**config.mk**
```make
export PLATFORM = sky130hd
export DESIGN_NAME = bpp_mul
export DESIGN_NICKNAME = d
export VERILOG_FILES = /design/src/sv/bpp_pkg.sv /design/src/sv/bpp_mul.sv
export SDC_FILE = /design/constraint.sdc
export NUM_CORES = 2
export LEC_CHECK = 0
export ABC_CLOCK_PERIOD_IN_PS = 10880
export BUFFER_PORTS_ARGS = -buffer_cell sky130_fd_sc_hd__buf_4
export CORE_MARGIN = 2
export CORE_UTILIZATION = 55
export CTS_CLUSTER_SIZE = 40
export DETAILED_ROUTE_END_ITERATION = 8
export GPL_TIMING_DRIVEN = 0
export PLACE_DENSITY = 0.72
export SYNTH_ARGS = -nofsm -noshare
export SYNTH_HDL_FRONTEND = slang
export SYNTH_SLANG_ARGS = --single-unit
```
**constraint.sdc**
```tcl
create_clock -name clk -period 10.88 [get_ports clk]
set_clock_uncertainty 0.2 [all_clocks]
set_input_delay 1.632 -clock clk [delete_from_list [all_inputs] [get_ports clk]]
set_output_delay 1.632 -clock clk [all_outputs]
set_load 0.01 [all_outputs]
```
**src/sv/bpp_pkg.sv**
```systemverilog
`timescale 1ns / 1ps
// Shared types, constants and fixed-point helpers for the Boris pusher block.
// No dependencies; every other file imports this package.
package bpp_pkg;

  localparam int GRID_X_DEF = 14;
  localparam int GRID_Y_DEF = 14;
  localparam int GRID_Z_DEF = 14;

  localparam int ADDR_SPACE = 4096;
  localparam int NODE_W     = 12;
  localparam int ONE_Q      = 65536;
  localparam int HALF_Q     = 32768;
  localparam int FIELD_W    = 96;
  localparam int DIV_W      = 34;
  localparam int G_W        = 18;

  typedef logic signed [31:0] q_t;
  typedef logic signed [32:0] mop_t;
  typedef logic signed [65:0] prod_t;

  typedef enum logic [3:0] {
    ST_IDLE, ST_COORD, ST_GATH, ST_GFIN, ST_FSQ, ST_BSQ, ST_DEN, ST_DIV,
    ST_VEL, ST_VB, ST_U, ST_UB, ST_NV, ST_NP
  } state_t;

  typedef enum logic [1:0] {
    MODE_LOAD_E = 2'd0,
    MODE_LOAD_B = 2'd1,
    MODE_PUSH   = 2'd2
  } mode_t;

  typedef enum logic [2:0] {
    REG_ORIGIN_X, REG_ORIGIN_Y, REG_ORIGIN_Z,
    REG_INV_STEP_X, REG_INV_STEP_Y, REG_INV_STEP_Z,
    REG_HALF_QM_DT, REG_TIME_STEP
  } reg_idx_t;

  typedef struct packed {
    logic                start;
    logic [31:0]         den;
  } div_req_t;

  typedef struct packed {
    logic                done;
    logic [DIV_W-1:0]    quo;
  } div_rsp_t;

  localparam prod_t Q_MAX = 66'sd2147483647;
  localparam prod_t Q_MIN = -66'sd2147483648;

  // Clamp a wide signed value to the Q16.16 range.
  function automatic q_t sat66(input prod_t v);
    q_t r;
    if (v > Q_MAX) begin
      r = 32'sh7FFF_FFFF;
    end else if (v < Q_MIN) begin
      r = 32'sh8000_0000;
    end else begin
      r = v[31:0];
    end
    return r;
  endfunction

  function automatic mop_t sx33(input q_t v);
    return {v[31], v};
  endfunction

  function automatic mop_t zx33(input logic [31:0] v);
    return {1'b0, v};
  endfunction

endpackage

```
**src/sv/bpp_mul.sv**
```systemverilog
`timescale 1ns / 1ps
// Shared 33x33 signed multiplier with registered product.
// Depends on bpp_pkg.
module bpp_mul
  import bpp_pkg::*;
(
  input  logic  clk,
  input  mop_t  a,
  input  mop_t  b,
  output prod_t p_r
);

  always_ff @(posedge clk) begin
    p_r <= a * b;
  end

endmodule

```
==> flow_metrics.env <==
export IMPL_hold_viol_final=0
export IMPL_synth_top_family_by_area="adder cells"
export IMPL_cts_buffers=9
export IMPL_antenna_found_initial=17
export IMPL_fp_row_count=99
export IMPL_slew_violations=0
export IMPL_wire_per_inst_um=27.1
export IMPL_synth_xor_area_share=0.0146
export IMPL_cp_arrival_ps=10590
export IMPL_holdCritPathClass="primary input to flop"
export IMPL_synthCells=4338
export IMPL_vias=31300
export IMPL_cp_start_kind="primary input"
export IMPL_drtIter0Drc=2525
export IMPL_clock_sinks=66
export IMPL_syn_num_nets=5767
export IMPL_synth_mux_area_fraction=0
export IMPL_async_reset_ff_frac=0
export IMPL_cp_end_kind="flop"
export IMPL_synthSimpleGateAreaFrac=0.158
export IMPL_start_util=0.557
export IMPL_coreArea_mm2=0.0731
export IMPL_setup_slack_ps=381
export IMPL_synth_compound_area_frac=0.0407
export IMPL_synth_area_per_cell_um2=9.39
export IMPL_setup_viol=0
export IMPL_crit_fanout=17
export IMPL_grt_pass1_wl_um=216000
export IMPL_yosys_warnings=0
export IMPL_final_antenna_net_count=0
export IMPL_cts_max_level=3
export IMPL_rsz0062_at_grt="no"
export IMPL_worstPathRequired_ps=10970
export IMPL_yosysSeqAreaShare=0.0324
export IMPL_grt_max_degree=27
export IMPL_synthesis_area_mm2=0.0407
export IMPL_grt_util_all_layers=0.400
export IMPL_routabilityCongestion=1.09
export IMPL_synthAdderAreaFrac=0.629
export IMPL_path_class="primary input to flop"
export IMPL_ys_types=80
export IMPL_path_clk_slew_ps=80
export IMPL_drtPass1Iterations=7
export IMPL_wirelength_um=148000
export IMPL_boundaryPins=133
export IMPL_cts_setup_buffers=0
export IMPL_worstMarginPinSlew_ps=1340
export IMPL_max_cap_viol_count=0
export IMPL_avgViaCountPerCell=5.74
export IMPL_largest_reg_flops=66
export IMPL_pre_cts_ws_ps=-299
export IMPL_ys_ff_latch=66
export IMPL_first_global_vias=33300
export IMPL_drc_errors=0
export IMPL_cts_resized_gates=0
export IMPL_ctsHoldBuffers=0
export IMPL_area_delta_synth_final_pct=6.30
export IMPL_top_register="p_r"
export IMPL_synth_flop_cell="dfxtp_1"
export IMPL_nets=5910
export IMPL_portBuffers=132
export IMPL_slew_limit_headroom=0.103
export IMPL_synth_edf_count=0
export IMPL_drive_gt1_frac=0.0439
export IMPL_ctsRootBufferMaster="clkbuf_16"
export IMPL_gr_total_overflow=0
export IMPL_finalCritPeriodShare=0.965
export IMPL_max_freq_mhz=95.2
export IMPL_cts_tree="done"
export IMPL_clock_path_buffers=2
export IMPL_dp_hpwl_um=125000
export IMPL_status="finished clean"
export IMPL_die_w_um=276
export IMPL_finalCriticalPeriod_ps=10500
export IMPL_dieHeight_um=276
export IMPL_reg_top3="p_r: 66 flops"
export IMPL_dieArea_mm2=0.0763
final cells by class:
cell class                      instances  area (um^2)
Clock buffer                           10          229
Clock inverter                          6          115
Sequential cell                        66         1320
Fill cell                            6580        29800
Inverter                             1131         4250
Tap cell                              959         1200
Timing Repair Buffer                  132          991
Antenna cell                           11         27.5
Buffer                                221          851
Multi-Input combinational cell       2920        34300
worst max-delay path, cell delays in order:
cell and delay [ps]:
buf_4 170, clkbuf_1 860, nand2_1 320, inv_1 170, fa_1 460, fa_1 530, inv_1 130, fa_1 570
inv_1 80, fa_2 950, fa_1 560, fa_1 510, fa_1 490, inv_1 50, fa_1 510, inv_1 50
ha_1 260, clkbuf_1 290, and3_1 220, nand3_1 210, nand2b_1 310, a2111oi_4 350, a211oi_4 130, a21oi_2 370
nor4b_2 100, a311oi_1 290
cell usage after synthesis (all sizes together), types with 12 or more instances:
master | n | share of area
nand3 | 26 | 0.0033
buf | 13 | 0.0017
xor2 | 25 | 0.0054
nor2 | 68 | 0.0063
a21oi | 61 | 0.0080
and2 | 563 | 0.087
nand4 | 12 | 0.0020
inv | 1131 | 0.10
nand2b | 12 | 0.0018
a21o | 38 | 0.0071
xnor2 | 43 | 0.0092
nand2 | 551 | 0.051
ha | 217 | 0.067
dfxtp | 66 | 0.032
fa | 1145 | 0.56
clkbuf | 208 | 0.019
o21ai | 33 | 0.0042
layer usage:
metal,part of all wire,GRT usage
met5,0.0012,0
met1,0.34,0.479
met3,0.11,0.106
met4,0.10,0.325
met2,0.45,0.612
cells in the final DEF, fill, tap and decap left out, types with 4 or more instances in the layout:
master / count
ha_1: 217
nand2b_1: 12
nor3_1: 7
diode_2: 11
nor2b_1: 5
and2_1: 562
nand3_1: 25
inv_1: 1131
buf_2: 11
nor2_1: 68
nand4_1: 11
xor2_1: 25
a21o_1: 36
a211o_1: 6
fa_1: 1144
and4_1: 5
a31oi_1: 8
nand2_1: 551
o21bai_1: 11
dfxtp_1: 66
o21ai_1: 6
a21oi_1: 57
o21ai_0: 25
xnor2_1: 43
clkbuf_1: 209
a211oi_1: 7
o211ai_1: 4
buf_4: 132
clkbuf_16: 9
and3_1: 5
o21a_1: 6
logic make-up (layout without fill, tap and decap cells):
logic type,Yosys count,in the layout
compound gates,219,219
fa+ha+maj,1362,1362
xor+xnor,68,68
simple gates,1271,1271
buf+inv,1352,1500
flops,66,66
other cells,0,11
per-stage QoR:
stage | hold slack (ps) | util | area (um^2) | setup TNS, ps | std cells
floorplan | 1560 | - | 40700 | 0 | 4338
global placement | 1820 | 0.587 | 42900 | -1390 | 5429
detailed placement | 1820 | 0.587 | 42900 | -1380 | 5429
CTS | 1490 | 0.592 | 43300 | 0 | 5445
global route | 1490 | 0.592 | 43300 | 0 | 5445
finish | 1510 | 0.592 | 43300 | 0 | 5456
path summary, 6_finish.rpt:
kind / start / end / slack, ps / depth (start not counted)
setup / recovery: a[32] / p_r[58] / 380 / 26
hold / removal: a[0] / p_r[0] / 1510 / 2
Power is not shown: default switching activity piles up to over one toggle a cycle in this logic, so the estimate is an artifact.
