--- src/sv/bpp_pkg.sv ---
`timescale 1ns / 1ps
// Shared types, constants and fixed-point helpers for the Boris pusher block.
// No dependencies; every other file imports this package.
package bpp_pkg;

  localparam int GRID_X_DEF = 14;
  localparam int GRID_Y_DEF = 14;
  localparam int GRID_Z_DEF = 14;

  localparam int ADDR_SPACE = 4096;
  localparam int NODE_W     = 12;
  localparam int ONE_Q      = 65536;
  localparam int HALF_Q     = 32768;
  localparam int FIELD_W    = 96;
  localparam int DIV_W      = 34;
  localparam int G_W        = 18;

  typedef logic signed [31:0] q_t;
  typedef logic signed [32:0] mop_t;
  typedef logic signed [65:0] prod_t;

  typedef enum logic [3:0] {
    ST_IDLE, ST_COORD, ST_GATH, ST_GFIN, ST_FSQ, ST_BSQ, ST_DEN, ST_DIV,
    ST_VEL, ST_VB, ST_U, ST_UB, ST_NV, ST_NP
  } state_t;

  typedef enum logic [1:0] {
    MODE_LOAD_E = 2'd0,
    MODE_LOAD_B = 2'd1,
    MODE_PUSH   = 2'd2
  } mode_t;

  typedef enum logic [2:0] {
    REG_ORIGIN_X, REG_ORIGIN_Y, REG_ORIGIN_Z,
    REG_INV_STEP_X, REG_INV_STEP_Y, REG_INV_STEP_Z,
    REG_HALF_QM_DT, REG_TIME_STEP
  } reg_idx_t;

  typedef struct packed {
    logic                start;
    logic [31:0]         den;
  } div_req_t;

  typedef struct packed {
    logic                done;
    logic [DIV_W-1:0]    quo;
  } div_rsp_t;

  localparam prod_t Q_MAX = 66'sd2147483647;
  localparam prod_t Q_MIN = -66'sd2147483648;

  // Clamp a wide signed value to the Q16.16 range.
  function automatic q_t sat66(input prod_t v);
    q_t r;
    if (v > Q_MAX) begin
      r = 32'sh7FFF_FFFF;
    end else if (v < Q_MIN) begin
      r = 32'sh8000_0000;
    end else begin
      r = v[31:0];
    end
    return r;
  endfunction

  function automatic mop_t sx33(input q_t v);
    return {v[31], v};
  endfunction

  function automatic mop_t zx33(input logic [31:0] v);
    return {1'b0, v};
  endfunction

endpackage

--- src/sv/bpp_div.sv ---
`timescale 1ns / 1ps
// Bit-serial restoring divider computing 2.0 (Q16.16) / den, one bit a cycle.
// Depends on bpp_pkg.
module bpp_div
  import bpp_pkg::*;
(
  input  logic     clk,
  input  logic     rst_n,
  input  div_req_t req,
  output div_rsp_t rsp
);

  localparam logic [DIV_W-1:0] NUM = DIV_W'(1) << (DIV_W - 1);

  logic             busy_r, busy_nxt;
  logic [5:0]       cnt_r, cnt_nxt;
  logic             done_r, done_nxt;
  logic [31:0]      rem_r, rem_nxt;
  logic [DIV_W-1:0] quo_r, quo_nxt;
  logic [31:0]      den_r, den_nxt;
  logic [32:0]      sh;
  logic             ge;

  always_comb begin
    busy_nxt = busy_r;
    cnt_nxt  = cnt_r;
    done_nxt = 1'b0;
    rem_nxt  = rem_r;
    quo_nxt  = quo_r;
    den_nxt  = den_r;
    sh       = {rem_r, quo_r[DIV_W-1]};
    ge       = sh >= {1'b0, den_r};
    if (req.start) begin
      busy_nxt = 1'b1;
      cnt_nxt  = 6'(DIV_W);
      rem_nxt  = '0;
      quo_nxt  = NUM;
      den_nxt  = req.den;
    end else if (busy_r) begin
      rem_nxt = ge ? 32'(sh - {1'b0, den_r}) : sh[31:0];
      quo_nxt = {quo_r[DIV_W-2:0], ge};
      cnt_nxt = cnt_r - 6'd1;
      if (cnt_r == 6'd1) begin
        busy_nxt = 1'b0;
        done_nxt = 1'b1;
      end
    end
  end

  always_ff @(posedge clk) begin
    if (!rst_n) begin
      busy_r <= 1'b0;
      cnt_r  <= '0;
      done_r <= 1'b0;
    end else begin
      busy_r <= busy_nxt;
      cnt_r  <= cnt_nxt;
      done_r <= done_nxt;
    end
  end

  always_ff @(posedge clk) begin
    rem_r <= rem_nxt;
    quo_r <= quo_nxt;
    den_r <= den_nxt;
  end

  assign rsp.done = done_r;
  assign rsp.quo  = quo_r;

endmodule

--- config.mk ---
export PLATFORM = sky130hd
export DESIGN_NAME = bpp_div
export DESIGN_NICKNAME = d
export VERILOG_FILES = /design/src/sv/bpp_pkg.sv /design/src/sv/bpp_div.sv
export SDC_FILE = /design/constraint.sdc
export NUM_CORES = 1
export LEC_CHECK = 0
export BUFFER_PORTS_ARGS = -buffer_cell sky130_fd_sc_hd__buf_2
export CAP_MARGIN = 20
export CORE_UTILIZATION = 63
export DETAILED_ROUTE_END_ITERATION = 7
export GPL_ROUTABILITY_DRIVEN = 0
export PLACE_DENSITY = 0.89
export SYNTH_ARGS = -nofsm -noshare
export SYNTH_HDL_FRONTEND = slang
export SYNTH_SLANG_ARGS = --single-unit
--- constraint.sdc ---
create_clock -name clk -period 5.49 [get_ports clk]
set_input_delay 1.647 -clock clk [delete_from_list [all_inputs] [get_ports clk]]
set_output_delay 1.647 -clock clk [all_outputs]
set_load 0.01 [all_outputs]
==> flow_metrics.tcl <==
set metrics [dict create \
    outcome "completed" \
    timing.max_cap.violations 0 \
    synth_warnings 0 \
    cp-start-kind "flip-flop" \
    floorplan.initialDensity_pct 65.5 \
    post-route-cell-area_um2 6360 \
    yosys_most_used_dff "dfxtp_1" \
    boundaryPins 70 \
    cellPowerDensity_nw_per_um2 289 \
    finalWirelength_um 11900 \
    crit_fanout 14 \
    die_w_um 97.5 \
    detail_route.drc_violations 0 \
    finalHoldViolations 0 \
    placement.setup.worst_slack_ns 2.00 \
    antenna_found_initial 0 \
    tritoncts.num_buffers 9 \
    route.top_layer_used "met4" \
    port-buffer-count 69 \
    hold_worst_slack_ns 0.502 \
    timing_worst_slew_pin_value_ns 0.767 \
    drt-pass1-iter-count 4 \
    n_antenna_cell 0 \
    total_length_of_routed_met3_wires_um 480 \
    number_of_max_slew_violations_in_the_final_report 0 \
    die-area_um2 9500 \
    std_cell_rows 34 \
    avgViaCountPerCell 5.91 \
    met1_length_um 5390 \
    path_clk_slew_ns 0.11 \
    critical_path_rt_ns 5.77 \
    maximum_number_of_pins_on_one_net_before_global_route_repair 90 \
    setup_ws_ns 2.17 \
    async_flop_share_pct 0 \
    vias 4640 \
    clock_insertion_delay_worst_skew_ns 0.38 \
    setup-tns-final_ns 0 \
    postSynthCellCount 619 \
    cts_tree "built" \
    gr-total-overflow 0 \
    longest_clk_path_bufs 2 \
    post_synth_instance_area_um2 5740 \
    crit_path_capture_type "flip-flop" \
    detail_route.iter0.violations 193 \
    power.leakage_nw 2.82 \
    clock_root_cell "clkbuf_8" \
    setup_violations 0 \
    die_h_um 97.5 \
    syn-num-nets 689 \
    fill_cells 637 \
    drt.antenna.violating_nets 0 \
    finalClockSkew_ns 0.0102 \
    maxClockFrequency_ghz 0.301 \
    timing.hold.worst.class "flip-flop to flip-flop" \
    timing.critical_path.arrival_ns 3.60 \
    final_layout_size_suffix_gt1_share_pct 14.3 \
    dp_hpwl_um 8240 \
    timing.final.crit_period_ns 3.32 \
    core_region_area_um2 8760 \
    route.detailed.wl_per_inst_um 15.1 \
    area_used_by_multi_input_combinational_logic_um2 3000 \
    worst_slew_slack_as_a_fraction_of_its_limit_pct 48.8 \
    placed_area_um2 6100 \
    cts_setup_buffers 0 \
    unrepaired_setup_endpoints_after_global_routing "no" \
    vdd_drop_max_v 0.000162 \
    areaGrowthSynthToFinish_pct 10.8 \
    synthesis.area_per_instance_um2 9.27 \
    postCtsResizedCells 0 \
    cts_sinks 106 \
    first_global_vias 4365 \
    final.period_utilization_pct 60.5 \
    globalRouteTotalUtil_pct 24.8 \
    htree_levels 3 \
    post_cts_hold_buffer_count 0 \
    met2WireLength_um 5770 \
    yosys_register_bits 106 \
    nNetsFinal 742 \
    ys_seq_area_share_pct 42.5 \
    report.power.total_w 0.00184 \
    criticalPathCategory "flip-flop to flip-flop" \
    wire_length_of_the_first_global_routing_pass_um 19600 \
    regArea_um2 2450 \
    yosys.cell_types.count 54 \
    number_of_synthesized_flops_with_an_enable_pin 32 \
]
layout by cell type, fill, tap and decap left out, drive strengths merged, types with 2 or more instances in the layout:
cell,count
dfxtp,74
inv,49
nor3,10
and2,2
o211ai,7
clkbuf,9
ha,34
xnor2,22
a211oi,27
nor2b,2
o31ai,2
a2bb2oi,2
nand2,41
or3,6
a211o,4
xor2,8
a21o,16
a21boi,2
o21ai,20
clkinv,2
and3,5
a31oi,6
o21bai,7
nand2b,2
o21a,2
buf,72
mux2i,48
a311oi,4
nor2,80
nand4,6
nor4,3
a21oi,52
nand3,7
edfxtp,32
cell type report:
class	count	area share (%)
inverter	44	2.60
tap	108	2.13
clock buffer	9	1.95
timing repair buffer	72	6.45
clock inverter	7	1.24
sequential	106	38.5
multi-input combinational	439	47.2
worst paths after layout:
check                                           start                      to  slack (ns)  cells after the start
worst min-delay path            rem_r[1]$_SDFFE_PP0P_   rem_r[1]$_SDFFE_PP0P_        0.50                      2
worst min register to register  rem_r[1]$_SDFFE_PP0P_   rem_r[1]$_SDFFE_PP0P_        0.50                      2
worst max-delay path               den_r[2]$_DFFE_PP_  rem_r[26]$_SDFFE_PP0P_        2.17                     11
worst max register to register     den_r[2]$_DFFE_PP_  rem_r[26]$_SDFFE_PP0P_        2.17                     11
power breakdown:
| group | internal (W) | switching (W) | total (W) |
|---|---|---|---|
| combinational | 0.000197 | 0.000269 | 0.000466 |
| sequential | 0.000853 | 0.0000354 | 0.000888 |
| clock | 0.000184 | 0.000300 | 0.000484 |
| total | 0.00123 | 0.000605 | 0.00184 |
metal layers:
layer,vias up,GRT usage [%]
li1,2306,-
met1,2187,31.4
met2,125,42.3
met3,22,5.47
met4,0,7.69
met5,-,0
kinds of logic after synthesis:
kind of cell               share of synthesized area (%)
and+or+nand+nor                                     12.9
AOI/OAI and AO/OA                                   18.6
DFF                                                 42.5
buffers and inverters                               5.21
muxes                                               8.37
adders and majority gates                           7.76
xor gates and xnor gates                            4.58
per-stage QoR:
| stage | util, % | cells |
|---|---|---|
| after floorplan | - | 619 |
| after detailed placement | 69.6 | 767 |
| after global placement | 69.6 | 767 |
| after CTS | 71.9 | 783 |
| final | 72.6 | 785 |
| after global routing | 72.6 | 785 |
synth_stat cells, types with 2 or more instances:
cell type / count / share of area, %
a211o_1: 4 / 0.61
a211oi_1: 27 / 3.5
a21boi_0: 2 / 0.26
a21o_1: 16 / 2.1
a21oi_1: 51 / 4.4
a2bb2oi_1: 2 / 0.31
a311oi_1: 2 / 0.31
a31oi_1: 6 / 0.65
and2_1: 2 / 0.22
and3_1: 5 / 0.54
buf_1: 5 / 0.33
buf_2: 2 / 0.17
buf_6: 2 / 0.39
clkbuf_1: 20 / 1.3
dfxtp_1: 74 / 26
edfxtp_1: 32 / 17
ha_1: 34 / 7.4
inv_1: 44 / 2.9
mux2i_1: 48 / 8.4
nand2_1: 41 / 2.7
nand2b_1: 2 / 0.22
nand3_1: 7 / 0.61
nand4_1: 6 / 0.65
nor2_1: 80 / 5.2
nor2b_1: 2 / 0.22
nor3_1: 10 / 0.87
nor4_1: 3 / 0.33
o211ai_1: 7 / 0.92
o21a_1: 2 / 0.26
o21ai_0: 12 / 1.0
o21ai_1: 6 / 0.52
o21ai_2: 2 / 0.31
o21bai_1: 7 / 0.92
or3_1: 6 / 0.65
xnor2_1: 22 / 3.4
xor2_1: 8 / 1.2
flip-flops by register name, indices dropped and copies added (netlist names):
register / count
done_r: 1
busy_r: 1
cnt_r: 6
rem_r: 32
den_r: 32
quo_r: 34
worst max-delay path, stage by stage (launching register included):
cell,delay [ns]
edfxtp_1,0.38
inv_1,0.07
ha_1,0.28
a21oi_1,0.20
o21ai_2,0.13
a311oi_4,0.45
o31ai_4,0.15
a311oi_2,0.29
o21ai_1,0.19
o21ai_2,0.63
nor3_1,0.14
a211o_1,0.32
Note: power is estimated with default switching activity, not from simulation.
